==> config.mk <==
export PLATFORM = sky130hd
export DESIGN_NAME = pin_function_controller
export DESIGN_NICKNAME = d
export VERILOG_FILES = /design/src/sv/pfc_pkg.sv /design/src/sv/pfc_decode.sv /design/src/sv/pfc_regfile.sv /design/src/sv/pfc_update.sv /design/src/sv/pin_function_controller.sv
export VERILOG_INCLUDE_DIRS = /design/src /design/src/sv
export SDC_FILE = /design/constraint.sdc
export NUM_CORES = 2
export LEC_CHECK = 0
export BUFFER_PORTS_ARGS = -buffer_cell sky130_fd_sc_hd__buf_2
export CORE_ASPECT_RATIO = 1.4
export CORE_MARGIN = 2
export CORE_UTILIZATION = 55
export CTS_BUF_LIST = sky130_fd_sc_hd__clkbuf_8
export DETAILED_ROUTE_END_ITERATION = 12
export HOLD_SLACK_MARGIN = 0.15
export PLACE_DENSITY = 0.71
export SLEW_MARGIN = 30
export SYNTH_ARGS = -nofsm -noshare
export SYNTH_HDL_FRONTEND = slang
export SYNTH_SLANG_ARGS = --single-unit
export TNS_END_PERCENT = 20
==> constraint.sdc <==
create_clock -name clk -period 21.6 [get_ports clk]
set_clock_uncertainty 0.2 [all_clocks]
set_input_delay 4.32 -clock clk [delete_from_list [all_inputs] [get_ports clk]]
set_output_delay 4.32 -clock clk [all_outputs]
set_load 0.1 [all_outputs]
==> src/sv/pin_function_controller_assert.svh <==
// Assertion macros for the pin function controller.
`ifndef PIN_FUNCTION_CONTROLLER_ASSERT_SVH
`define PIN_FUNCTION_CONTROLLER_ASSERT_SVH

// Check a consequent in the same cycle as its antecedent.
`define PFC_ASSERT_SAME(lbl, ante, cons, msg) \
	lbl: assert property (@(posedge clk) disable iff (!arst_n) (ante) |-> (cons)) \
		else $error(msg);

// Check a consequent in the cycle after its antecedent.
`define PFC_ASSERT_NEXT(lbl, ante, cons, msg) \
	lbl: assert property (@(posedge clk) disable iff (!arst_n) (ante) |=> (cons)) \
		else $error(msg);

`endif

==> src/sv/pfc_pkg.sv <==
// Shared types, codes and tables of the pin function controller.
package pfc_pkg;

	localparam logic [2:0] KIND_READ     = 3'd0;
	localparam logic [2:0] KIND_SET_LAT  = 3'd1;
	localparam logic [2:0] KIND_MAKE_IN  = 3'd2;
	localparam logic [2:0] KIND_MAKE_OUT = 3'd3;
	localparam logic [2:0] KIND_ASSIGN   = 3'd4;
	localparam logic [2:0] KIND_BIDIR    = 3'd5;

	localparam logic [1:0] DIR_OUT  = 2'd0;
	localparam logic [1:0] DIR_IN   = 2'd1;
	localparam logic [1:0] DIR_IP   = 2'd2;
	localparam logic [1:0] DIR_DIFF = 2'd3;

	localparam logic [1:0] ST_DONE    = 2'd0;
	localparam logic [1:0] ST_REFUSED = 2'd1;
	localparam logic [1:0] ST_RANGE   = 2'd2;

	localparam logic [3:0] MODE_MAX = 4'd8;

	localparam int FLD_SEL_A  = 0;
	localparam int FLD_SEL_B  = 1;
	localparam int FLD_SEL_C  = 2;
	localparam int FLD_SEL_D  = 3;
	localparam int FLD_DIR    = 4;
	localparam int FLD_IBUF   = 5;
	localparam int FLD_BIDIR  = 6;
	localparam int FLD_IP     = 7;
	localparam int FLD_LATCH  = 8;
	localparam int NUM_FIELDS = 9;

	typedef struct packed {
		logic       latch_level;
		logic       ip_drives;
		logic       bidir_on;
		logic       in_buffer;
		logic       dir_input;
		logic [3:0] mode_bits;
		logic [3:0] bit_index;
		logic [3:0] port_index;
		logic       read_level;
		logic [1:0] status;
	} pfc_result_t;

	function automatic int port_width(input int idx);
		int w;
		case (idx)
			0:       w = 6;
			1:       w = 16;
			2:       w = 16;
			3:       w = 16;
			4:       w = 16;
			5:       w = 11;
			6:       w = 16;
			7:       w = 16;
			8:       w = 16;
			9:       w = 8;
			10:      w = 16;
			11:      w = 16;
			default: w = 0;
		endcase
		return w;
	endfunction

	function automatic int clamped_width(input int idx, input int port_bits);
		int w;
		w = port_width(idx);
		return (w > port_bits) ? port_bits : w;
	endfunction

	function automatic int port_start(input int idx, input int port_bits);
		int s;
		s = 0;
		for (int j = 0; j < idx; j++) begin
			s += clamped_width(j, port_bits);
		end
		return s;
	endfunction

	function automatic logic [3:0] mode_sel(input logic [3:0] mode);
		logic [3:0] m;
		case (mode)
			4'd0:    m = 4'h0;
			4'd1:    m = 4'h1;
			4'd2:    m = 4'h3;
			4'd3:    m = 4'h5;
			4'd4:    m = 4'h7;
			4'd5:    m = 4'h9;
			4'd6:    m = 4'hB;
			4'd7:    m = 4'hD;
			4'd8:    m = 4'hF;
			default: m = 4'h0;
		endcase
		return m;
	endfunction

endpackage

==> src/sv/pfc_decode.sv <==
// Flat pin number to port and bit decoder over the fixed width table.
module pfc_decode import pfc_pkg::*; #(
	parameter int NUM_PORTS = 12,
	parameter int PORT_BITS = 16,
	parameter int NUM_PINS  = 169,
	parameter int PW        = 4,
	parameter int BW        = 4
) (
	input  logic [7:0]    pin,
	output logic          in_range,
	output logic [PW-1:0] port_idx,
	output logic [BW-1:0] bit_idx
);

	logic [NUM_PORTS-1:0] hit;
	logic [BW-1:0]        off [NUM_PORTS];

	for (genvar i = 0; i < NUM_PORTS; i++) begin : g_port
		localparam int Start = port_start(i, PORT_BITS);
		localparam int Width = clamped_width(i, PORT_BITS);
		assign hit[i] = (32'(pin) >= Start) && (32'(pin) < Start + Width)
			&& (32'(pin) < NUM_PINS);
		assign off[i] = BW'(32'(pin) - Start);
	end

	always_comb begin
		port_idx = '0;
		bit_idx  = '0;
		for (int i = 0; i < NUM_PORTS; i++) begin
			if (hit[i]) begin
				port_idx = PW'(i);
				bit_idx  = off[i];
			end
		end
		in_range = |hit;
	end

endmodule

==> src/sv/pfc_regfile.sv <==
// Per-port register memory with valid bits and write forwarding.
module pfc_regfile import pfc_pkg::*; #(
	parameter int NUM_PORTS = 12,
	parameter int PORT_BITS = 16,
	parameter int PW        = 4
) (
	input  logic                            clk,
	input  logic                            arst_n,
	input  logic                            rd_en,
	input  logic [PW-1:0]                   rd_port,
	input  logic                            wr_en,
	input  logic [PW-1:0]                   wr_port,
	input  logic [NUM_FIELDS*PORT_BITS-1:0] wr_data,
	output logic [NUM_FIELDS*PORT_BITS-1:0] cur_word
);

	localparam int WordW = NUM_FIELDS * PORT_BITS;

	logic [WordW-1:0]     mem [NUM_PORTS];
	logic [NUM_PORTS-1:0] vld_q;
	logic [WordW-1:0]     rd_data_s1;
	logic                 rd_vld_s1;
	logic [PW-1:0]        rd_port_s1;
	logic                 wr_vld_q;
	logic [PW-1:0]        wr_port_q;
	logic [WordW-1:0]     wr_data_q;

	always_ff @(posedge clk) begin
		if (wr_en) begin
			mem[wr_port] <= wr_data;
		end
		if (rd_en) begin
			rd_data_s1 <= mem[rd_port];
		end
		if (wr_en) begin
			wr_data_q <= wr_data;
		end
	end

	always_ff @(posedge clk or negedge arst_n) begin
		if (!arst_n) begin
			vld_q      <= '0;
			rd_vld_s1  <= 1'b0;
			rd_port_s1 <= '0;
			wr_vld_q   <= 1'b0;
			wr_port_q  <= '0;
		end else begin
			if (wr_en) begin
				vld_q[wr_port] <= 1'b1;
				wr_vld_q       <= 1'b1;
				wr_port_q      <= wr_port;
			end
			if (rd_en) begin
				rd_vld_s1  <= vld_q[rd_port];
				rd_port_s1 <= rd_port;
			end
		end
	end

	always_comb begin
		if (wr_vld_q && (wr_port_q == rd_port_s1)) begin
			cur_word = wr_data_q;
		end else if (rd_vld_s1) begin
			cur_word = rd_data_s1;
		end else begin
			cur_word = '0;
		end
	end

endmodule

==> src/sv/pfc_update.sv <==
// Request decode and single-bit modify of one port word, with result build.
module pfc_update import pfc_pkg::*; #(
	parameter int PORT_BITS = 16,
	parameter int PW        = 4,
	parameter int BW        = 4
) (
	input  logic [2:0]                      kind,
	input  logic                            level_or_enable,
	input  logic [3:0]                      func_mode,
	input  logic [1:0]                      direction,
	input  logic                            pad_level,
	input  logic                            in_range,
	input  logic [PW-1:0]                   port_idx,
	input  logic [BW-1:0]                   bit_idx,
	input  logic [NUM_FIELDS*PORT_BITS-1:0] old_word,
	output logic [NUM_FIELDS*PORT_BITS-1:0] new_word,
	output pfc_result_t                     result
);

	logic [NUM_FIELDS-1:0] cur;
	logic [NUM_FIELDS-1:0] we;
	logic [NUM_FIELDS-1:0] val;
	logic [NUM_FIELDS-1:0] nxt;
	logic [3:0]            msel;
	logic                  port0;
	logic [1:0]            status;
	logic                  rd;

	always_comb begin
		port0 = (port_idx == '0);
		msel  = mode_sel(func_mode);
		for (int f = 0; f < NUM_FIELDS; f++) begin
			cur[f] = old_word[f*PORT_BITS + int'(bit_idx)];
		end
		we     = '0;
		val    = '0;
		status = ST_DONE;
		rd     = 1'b0;
		unique case (kind)
			KIND_READ: begin
				rd = pad_level;
			end
			KIND_SET_LAT: begin
				if (port0) begin
					status = ST_REFUSED;
				end else begin
					we[FLD_LATCH]  = 1'b1;
					val[FLD_LATCH] = level_or_enable;
				end
			end
			KIND_MAKE_IN: begin
				we[FLD_DIR]   = 1'b1;
				val[FLD_DIR]  = 1'b1;
				we[FLD_IBUF]  = 1'b1;
				val[FLD_IBUF] = 1'b1;
			end
			KIND_MAKE_OUT: begin
				if (port0) begin
					status = ST_REFUSED;
				end else begin
					we[FLD_LATCH]  = 1'b1;
					val[FLD_LATCH] = level_or_enable;
					we[FLD_DIR]    = 1'b1;
					we[FLD_IBUF]   = 1'b1;
				end
			end
			KIND_ASSIGN: begin
				if (port0) begin
					status = ST_REFUSED;
				end else begin
					we[FLD_IP]  = 1'b1;
					val[FLD_IP] = (direction == DIR_IP);
				end
				if (direction != DIR_IP) begin
					if (port0 && (direction != DIR_IN)) begin
						status = ST_REFUSED;
					end else begin
						we[FLD_DIR]   = 1'b1;
						val[FLD_DIR]  = (direction != DIR_OUT);
						we[FLD_IBUF]  = 1'b1;
						val[FLD_IBUF] = (direction == DIR_IN);
					end
				end
				if (func_mode <= MODE_MAX) begin
					we[FLD_SEL_A]  = 1'b1;
					val[FLD_SEL_A] = msel[0];
					if (!port0) begin
						we[FLD_SEL_B]  = 1'b1;
						val[FLD_SEL_B] = msel[1];
						we[FLD_SEL_C]  = 1'b1;
						val[FLD_SEL_C] = msel[2];
						we[FLD_SEL_D]  = 1'b1;
						val[FLD_SEL_D] = msel[3];
					end
				end
			end
			KIND_BIDIR: begin
				if (port0) begin
					status = ST_REFUSED;
				end else begin
					we[FLD_BIDIR]  = 1'b1;
					val[FLD_BIDIR] = level_or_enable;
				end
			end
			default: begin
				status = ST_DONE;
			end
		endcase
		nxt      = (we & val) | (~we & cur);
		new_word = old_word;
		for (int f = 0; f < NUM_FIELDS; f++) begin
			new_word[f*PORT_BITS + int'(bit_idx)] = nxt[f];
		end

		result = '0;
		if (!in_range) begin
			result.status = ST_RANGE;
		end else begin
			result.status      = status;
			result.read_level  = rd;
			result.port_index  = 4'(port_idx);
			result.bit_index   = 4'(bit_idx);
			result.mode_bits   = {nxt[FLD_SEL_D], nxt[FLD_SEL_C], nxt[FLD_SEL_B],
				nxt[FLD_SEL_A]};
			result.dir_input   = nxt[FLD_DIR];
			result.in_buffer   = nxt[FLD_IBUF];
			result.bidir_on    = nxt[FLD_BIDIR];
			result.ip_drives   = nxt[FLD_IP];
			result.latch_level = nxt[FLD_LATCH];
		end
	end

endmodule

==> src/sv/pin_function_controller.sv <==
// Pin multiplexing and GPIO controller top level.
//
// Requests enter on the s_ channel: s_tuser carries the request kind and
// s_tdata the pin number, level or enable, function mode, direction and the
// sampled pad level. Each request yields exactly one result word on the m_
// channel: status, read level, decoded port and bit, and the pin's bits
// after the request.
// The pin decode and the read of the port's word from the register memory
// happen in the accept cycle; the modify stage then modifies one bit per
// register field, writes the word back for an in-range pin and loads the
// output register. A result shows on m_tvalid once its request has passed
// the modify-stage and output registers, and requests are taken one per cycle
// while the output is not stalled: the memory has one read and one write port
// and a write followed by a read of the same port is forwarded from the last-write register.
// Reset clears the valid bit of every memory entry, so all pins read as
// port mode, output direction, all bits zero; no clearing pass is needed.
// When m_tready is low the result is held, the request behind it waits in
// the modify stage, and s_tready drops once both are full.
module pin_function_controller import pfc_pkg::*; #(
	parameter int NUM_PORTS = 12,
	parameter int PORT_BITS = 16,
	parameter int NUM_PINS  = 169
) (
	input  logic        clk,
	input  logic        arst_n,
	input  logic        s_tvalid,
	output logic        s_tready,
	// pin[7:0], level_or_enable[8], func_mode[12:9], direction[14:13], pad_level[15]
	input  logic [15:0] s_tdata,
	// kind[2:0]
	input  logic [2:0]  s_tuser,
	output logic        m_tvalid,
	input  logic        m_tready,
	// status[1:0], read_level[2], port_index[6:3], bit_index[10:7], mode_bits[14:11],
	// dir_input[15], in_buffer[16], bidir_on[17], ip_drives[18], latch_level[19], zero[23:20]
	output logic [23:0] m_tdata
);

	localparam int PW    = (NUM_PORTS > 1) ? $clog2(NUM_PORTS) : 1;
	localparam int BW    = $clog2(PORT_BITS);
	localparam int WordW = NUM_FIELDS * PORT_BITS;

	logic          s_acc;
	logic          s1_adv;
	logic          dec_inr;
	logic [PW-1:0] dec_port;
	logic [BW-1:0] dec_bit;

	logic          s1_vld_q;
	logic [2:0]    kind_s1;
	logic          lev_s1;
	logic [3:0]    mode_s1;
	logic [1:0]    dir_s1;
	logic          pad_s1;
	logic          inr_s1;
	logic [PW-1:0] port_s1;
	logic [BW-1:0] bit_s1;

	logic [WordW-1:0] cur_word;
	logic [WordW-1:0] new_word;
	logic             wr_en;
	pfc_result_t      res;
	pfc_result_t      res_q;
	logic             m_tvalid_q;

	assign s1_adv   = s1_vld_q && (!m_tvalid_q || m_tready);
	assign s_tready = !s1_vld_q || s1_adv;
	assign s_acc    = s_tvalid && s_tready;
	assign wr_en    = s1_adv && inr_s1;
	assign m_tvalid = m_tvalid_q;
	assign m_tdata  = {4'b0, res_q};

	pfc_decode #(
		.NUM_PORTS (NUM_PORTS),
		.PORT_BITS (PORT_BITS),
		.NUM_PINS  (NUM_PINS),
		.PW        (PW),
		.BW        (BW)
	) u_decode (
		.pin      (s_tdata[7:0]),
		.in_range (dec_inr),
		.port_idx (dec_port),
		.bit_idx  (dec_bit)
	);

	pfc_regfile #(
		.NUM_PORTS (NUM_PORTS),
		.PORT_BITS (PORT_BITS),
		.PW        (PW)
	) u_regfile (
		.clk      (clk),
		.arst_n   (arst_n),
		.rd_en    (s_acc),
		.rd_port  (dec_port),
		.wr_en    (wr_en),
		.wr_port  (port_s1),
		.wr_data  (new_word),
		.cur_word (cur_word)
	);

	pfc_update #(
		.PORT_BITS (PORT_BITS),
		.PW        (PW),
		.BW        (BW)
	) u_update (
		.kind            (kind_s1),
		.level_or_enable (lev_s1),
		.func_mode       (mode_s1),
		.direction       (dir_s1),
		.pad_level       (pad_s1),
		.in_range        (inr_s1),
		.port_idx        (port_s1),
		.bit_idx         (bit_s1),
		.old_word        (cur_word),
		.new_word        (new_word),
		.result          (res)
	);

	always_ff @(posedge clk) begin
		if (s_acc) begin
			kind_s1 <= s_tuser;
			lev_s1  <= s_tdata[8];
			mode_s1 <= s_tdata[12:9];
			dir_s1  <= s_tdata[14:13];
			pad_s1  <= s_tdata[15];
			inr_s1  <= dec_inr;
			bit_s1  <= dec_bit;
		end
		if (s1_adv) begin
			res_q <= res;
		end
	end

	always_ff @(posedge clk or negedge arst_n) begin
		if (!arst_n) begin
			s1_vld_q   <= 1'b0;
			port_s1    <= '0;
			m_tvalid_q <= 1'b0;
		end else begin
			if (s_acc) begin
				s1_vld_q <= 1'b1;
				port_s1  <= dec_port;
			end else if (s1_adv) begin
				s1_vld_q <= 1'b0;
			end
			if (s1_adv) begin
				m_tvalid_q <= 1'b1;
			end else if (m_tready) begin
				m_tvalid_q <= 1'b0;
			end
		end
	end

`include "pin_function_controller_assert.svh"

	`PFC_ASSERT_SAME(a_wr_only_on_advance, wr_en, s1_vld_q && (!m_tvalid_q || m_tready), "write back without stage advance")
	`PFC_ASSERT_NEXT(a_stall_holds_stage, s1_vld_q && !s1_adv, s1_vld_q && $stable(port_s1), "stalled stage lost its request")
	`PFC_ASSERT_SAME(a_port0_input_only, m_tvalid_q && (res_q.port_index == 4'd0), (res_q.latch_level == 1'b0) && (res_q.bidir_on == 1'b0) && (res_q.ip_drives == 1'b0) && (res_q.mode_bits[3:1] == 3'b000), "forbidden bit set on input-only port")

endmodule
# Yosys cells after proc, flatten, opt, wreduce, memory -nomap -nowiden
# Memories as Yosys holds them, arrays and structs flattened. A register that Yosys moved wholly into a read port is not among the register bits.
# Index checks and enable logic that the tools add are counted.
[totals]
memories = 2
inputBits = 23
romBits = 64
wordCells = 272
output_inout_bits = 26
regBits = 204
ram_bits = 1728
[mem_list]
columns = ["name", "depth", "word_bits", "rd", "rd_clocked_by_memory_dff", "wr", "line", "source"]
rows = [
  ["u_regfile.mem", 12, 144, 1, 1, 1, "pfc_regfile.sv:19", "logic [WordW-1:0] mem [NUM_PORTS];"],
  ["(name not given)", 16, 4, 1, 1, 0, "pfc_pkg.sv:83", "case (mode)"],
]
[op_classes]
eq_ne = 10
bitwise = 5
n_addsub = 19
muxes = 115
n_lt_le_gt_ge = 45
n_reduce_logical = 51
[op_table]
columns = ["cell", "count"]
rows = [
  ["144-bit bitwise mux", 9],
  ["144-bit 2-to-1 mux", 2],
  ["32-bit by 1-bit >= comparator with 1-bit output, second input constant", 8],
  ["32-bit by 10-bit < comparator with 1-bit output, second input constant", 8],
  ["4-bit 2-to-1 mux", 21],
  ["1-bit binary-select mux with 8-bit select", 8],
  ["1-bit demux with 8-bit select", 8],
  ["1-bit 2-to-1 mux", 45],
  ["1-bit logical AND", 38],
  ["7-bit by 4-bit adder with 8-bit output, first input constant", 4],
  ["8-bit by 7-bit >= comparator with 1-bit output, second input constant", 4],
  ["8-bit by 7-bit < comparator with 1-bit output, second input constant", 4],
  ["8-bit < comparator, second input constant", 4],
  ["8-bit >= comparator, second input constant", 3],
  ["4-bit by 3-bit subtractor with 4-bit output, second input constant", 5],
  ["9-bit bitwise AND", 2],
  ["2-bit 2-to-1 mux", 9],
  ["3-bit 2-to-1 mux", 6],
  ["8-bit by 6-bit >= comparator with 1-bit output, second input constant", 2],
  ["8-bit by 6-bit < comparator with 1-bit output, second input constant", 2],
  ["4-bit by 1-bit subtractor with 4-bit output, second input constant", 4],
  ["6-bit by 4-bit adder with 7-bit output, first input constant", 2],
  ["12-bit OR", 1],
  ["12-bit OR reduction", 1],
  ["other kinds (33)", 45],
]

# Logic depth before layout (Yosys ltp)
[logic_depth]
word_depth = 17
ltp_mapped = 15
mapped_depth_nobuf = 10

# Hierarchy
# A second synthesis with hierarchy kept.
[unflattened]
hier_cells = 4282
hier_area_um2 = 82446.6
[modules_own_cells]
columns = ["module", "cells_each", "area_each_um2", "seq_area_each_um2", "instances"]
rows = [
  ["pfc_regfile", 3573, 76972.6, 61088.6, 1],
  ["pfc_update", 542, 3415.8, 0.0, 1],
  ["pin_function_controller", 73, 1435.1, 1231.2, 1],
  ["pfc_decode", 94, 623.1, 0.0, 1],
]

# Worst setup path after synthesis
# OpenSTA, ideal clock, no wires.
[synth_timing]
kind = "input to register"
from = "input port m_tready"
to = "register u_regfile.vld_q[1]"
t_required_ns = 21.248
t_arrival_ns = 20.215
setup_slack_ns = 1.033
path_stages = 6
path_buffers = 1
setup_time_ns = 0.152
cell_sequence = "nand2b_1 > and2_1 > nand2_1 > clkbuf_1 > nor4_1 > or2_2"
[synth_via]
elab_chain_cells = 3
[synth_rtl]
columns = ["item", "line", "source"]
rows = [
  ["start: declaration", "pin_function_controller.sv:33", "input logic m_tready,"],
  ["1-bit logical OR", "pin_function_controller.sv:66", "assign s1_adv = s1_vld_q && (!m_tvalid_q || m_tready);"],
  ["1-bit logical AND", "pin_function_controller.sv:66", ""],
  ["via s1_adv", "pin_function_controller.sv:44", "logic s1_adv;"],
  ["1-bit logical AND", "pin_function_controller.sv:69", "assign wr_en = s1_adv && inr_s1;"],
  ["end signal: assignment", "pfc_regfile.sv:42", "vld_q <= '0;"],
  ["end signal: indexed assignment", "pfc_regfile.sv:49", "vld_q[wr_port] <= 1'b1;"],
  ["end: declaration", "pfc_regfile.sv:20", "logic [NUM_PORTS-1:0] vld_q;"],
]
# The timed path passes the listed nets, and every way through them passes these cells.
# A chain may end at the register's enable or synchronous reset.

# Worst setup path after layout
[layout_timing]
from = "input port s_tdata[1]"
to = "register u_regfile.rd_data_s1[73], read port of u_regfile.mem, data pin"
[layout_via]
elab_chain_cells = 14
elab_cells_between_ends = 55
cone_classes = "order compare: 22; mux: 11; reduce/logical: 22"
[layout_rtl]
columns = ["item", "line", "source"]
rows = [
  ["start: declaration", "pin_function_controller.sv:29", "input logic [15:0] s_tdata,"],
  ["8-bit by 3-bit >= comparator with 1-bit output or 8-bit by 5-bit < comparator with 1-bit output (tied branches)", "pfc_decode.sv:21", "assign hit[i] = (32'(pin) >= Start) && (32'(pin) < Start + Width)"],
  ["1-bit logical AND", "pfc_decode.sv:21", ""],
  ["1-bit logical AND", "pfc_decode.sv:22", "&& (32'(pin) < NUM_PINS);"],
  ["1-bit 2-to-1 mux", "pfc_decode.sv:30", "if (hit[i]) begin"],
  ["2-bit 2-to-1 mux (2 in a row)", "pfc_decode.sv:30", ""],
  ["3-bit 2-to-1 mux (4 in a row)", "pfc_decode.sv:30", ""],
  ["4-bit 2-to-1 mux (3 in a row)", "pfc_decode.sv:30", ""],
  ["4-bit 2-to-1 mux *", "pfc_decode.sv:30", ""],
  ["end: declaration", "pfc_regfile.sv:21", "logic [WordW-1:0] rd_data_s1;"],
]
# Mark *: on every way between the ends. The rest lies on a longest branch, timed or not.

==> summary.txt <==
Outcome
  – Status: finished clean

Setup path
  – Arrival time worst endpoint: 10.10 ns
  – CP max FO: about 150
  – R2r endpoint: u_regfile.mem[0][54]
  – CP startpoint kind: input port
  – Worst R2R Setup Slack: ~15 ns
  – Critical Path Max Stage Delay: about 0.77 ns
  – CP Class: input port to register
  – Worst EP required: between 20 and 25 ns
  – Reg-to-reg startpoint: u_regfile.rd_port_s1[0]
  – CP endpoint kind: register
  – Cell Chain, Critical Path: buf_2 -> inv_1 -> ha_1 -> nand2b_4 -> o21ai_0 -> a221o_4 -> o31a_2 -> buf_12 -> nand2_8 -> nor2_4 -> buf_4 -> buf_6 -> a31oi_1 -> o2111a_1
  – Reg2reg path depth: 11
  – Worst path slowest cell: a221o_4

Clock tree
  – Post-CTS Setup Inserts: 0
  – H-tree levels: 5
  – Root buffer cell: clkbuf_8
  – Clock Path Buffers: 4
  – CTS tree: done
  – CTS sink cnt: 2080
  – PostCTS Resize Cnt: 0
  – Clk_lat worst skew: 1.06 ns
  – Clk slew on worst S/H paths: 0.06 ns
  – CTS Hold Bufs: 0
  – Total CTS buffers: about 310

Global routing
  – First-pass GRT wire length: between 300000 and 400000 um
  – Total grt overflow: 0
  – Largest net degree at the start of global routing: 204
  – Initial antenna violation count: 2
  – Overall global routing resource usage: about a third
  – Vias in the first global route: 54900

Floorplanning
  – Core Region: between 150000 and 200000 um^2
  – Die width: 334 um
  – Num rows: around 170
  – Initial core utilization: a little under three fifths
  – Die area: roughly 160000 um^2
  – Top Ports: 49
  – Die H: 466 um

Detailed routing
  – Vias/cell: 6.76
  – WL/cell: 30.5 um
  – Antenna viol nets, final: 0
  – Pre-antenna DRT Iters: 7
  – DRT Wirelength: 252000 um
  – 1st-iter DRT viols: 8708
  – Residual DRC count: 0
  – Vias: ~56000

Yosys
  – Mapped Area: 84000 um^2
  – Synth Instances: 6054
  – Synth warn: 0
  – Register area share after synthesis: 74.2%
  – Synthesis-stage register bit count: 2080
  – Post-synth EDFFs: just over 2000
  – Most used DFF post-synth: edfxtp_1
  – Post-synth ARST share: 1.15%
  – Avg Inst Size Synth: 13.9 um^2
  – Unique masters post-synth: 82

Final layout
  – Commonest non-fill, non-tap cells in the layout: edfxtp_1, nand2_1, nand3_1, and3_1, clkbuf_8
  – Most common cell after layout, fill and taps aside: edfxtp_1
  – Storage cell area: between 60000 and 70000 um^2
  – Layout cell share with drive strength beyond 1: 10.8%
  – P&R area growth vs syn: 9.76%
  – Final #Nets: 6136
  – Area of the multi-input gates: 20000 um^2
  – FILL cells: 11000

Pwr
  – Peak VDD IR: 80.1 uV
  – Total power: slightly above 0.01 W
  – Leakage: 31.2 nW
  – Power Density: 112 nW/um^2

Timing
  – Max-slew violations: 0
  – Fin Setup TNS: 0 ns
  – Final setup violation count: 0
  – Slew margin rel.: between 20 and 30%
  – Clock period minus worst slack: around 9.5 ns
  – RSZ-0062 raised after global routing: no
  – Achievable clock frequency: 105 MHz
  – WHS: 0.264 ns
  – Post-route clock period utilization: 44.1%
  – Worst slew pin tran: approximately 1.1 ns
  – Fin. Hold Viols: 0

Hold path
  – Hold endpoint: u_regfile.vld_q[9]
  – Hold path depth: 1
  – Hold Crit Start: u_regfile.vld_q[9]
  – HP Class: register to register

Place
  – Port buffer count: 44
  – GPL Wtd Cong: between 0.8 and 0.9
  – DP Wirelength: approximately 130000 um

Run
  – Max Cap Violations: 0
[worst max-delay path: cells and delay by family]
family | cells | cell delay, ns
adder cells (fa/ha/maj) | 1 | 0.30
AO/OA/AOI/OAI | 5 | 1.74
AND/OR/NAND/NOR | 3 | 1.40
buffers and inverters | 5 | 2.13
[registers in the layout (all words and copies together), names as in the netlist, 2 cells and up]
signal / flops
u_regfile.mem: 1728
dir_s1: 2
u_regfile.wr_data_q: 144
u_regfile.wr_port_q: 4
u_update.msel: 4
u_regfile.rd_port_s1: 4
kind_s1: 3
u_regfile.rd_data_s1: 144
u_regfile.vld_q: 12
bit_s1: 4
m_tdata: 20
mode_s1: 4
[per-layer routing]
layer  wire [um]  global-route usage, %  up-vias
li1            -                      -    23300
met1       87500                   40.8    27700
met2      120000                   51.2     4210
met3       31100                   6.86      813
met4       14000                   17.4        0
met5           0                      0        -
[through the flow]
step	cells	area, um^2	setup slack (ns)	util, %
4_1_cts	8279	92000	12.11	60.7
3_3_place_gp	7740	86100	11.16	56.8
2_1_floorplan	6057	84000	1.03	-
5_1_grt	8284	92200	11.78	60.8
6_report	8284	92200	12.07	60.8
3_5_place_dp	7750	86400	11.20	57.0
[how the worst max path moves through the flow]
stage | endpoint | start | slack, ns
after floorplan | u_regfile.vld_q[1] | m_tready | 1.03
after global placement | u_regfile.rd_data_s1[83] | s_tdata[1] | 11.16
after detailed placement | u_regfile.rd_data_s1[94] | s_tdata[1] | 11.20
after CTS | s_tready | m_tready | 12.11
after global routing | u_regfile.rd_data_s1[139] | s_tdata[1] | 11.78
final | u_regfile.rd_data_s1[73] | s_tdata[1] | 12.07
[synthesized netlist by cell type, types with 20 or more instances]
master	instances	area share [%]
a211oi_1	319	2.9
a21boi_0	20	0.18
a21oi_1	120	0.72
a31oi_1	314	2.3
and2_1	34	0.25
and3_1	332	2.5
buf_2	176	1.0
clkbuf_1	259	1.2
dfrtp_1	24	0.72
edfxtp_1	2052	73
mux2i_1	36	0.43
nand2_1	1286	5.7
nand3_1	385	2.3
nor2_1	111	0.50
o2111a_1	140	1.9
o211ai_1	35	0.31
o21ai_0	85	0.51
[where the power goes]
group	total, W	internal, W	switching (W)
Combinational	0.00202	0.000441	0.00158
Sequential	0.00529	0.00521	0.0000840
Clock	0.00299	0.00151	0.00148
Total	0.0103	0.00717	0.00314
[layout make-up]
type                    instances  area share, %
diodes                          1        0.00271
repair buffers                193           1.87
well taps                    1966           2.67
flip-flops and latches       2080           67.6
multi-input cells            3495           21.7
clock inverters               202           1.18
inverters                      20         0.0950
clock buffers                 327           4.88
[cell families after synthesis]
logic type	after synthesis	share of synthesized area (%)
and+or+nand+nor	2248	12.1
DFF	2080	74.2
AOI/OAI and AO/OA	1164	10.1
buffers and inverters	482	2.49
muxes	62	0.979
adders and majority gates	10	0.149
xor gates and xnor gates	7	0.0730
other	1	0.00446
No activity file was read; power rests on OpenSTA's default activity.
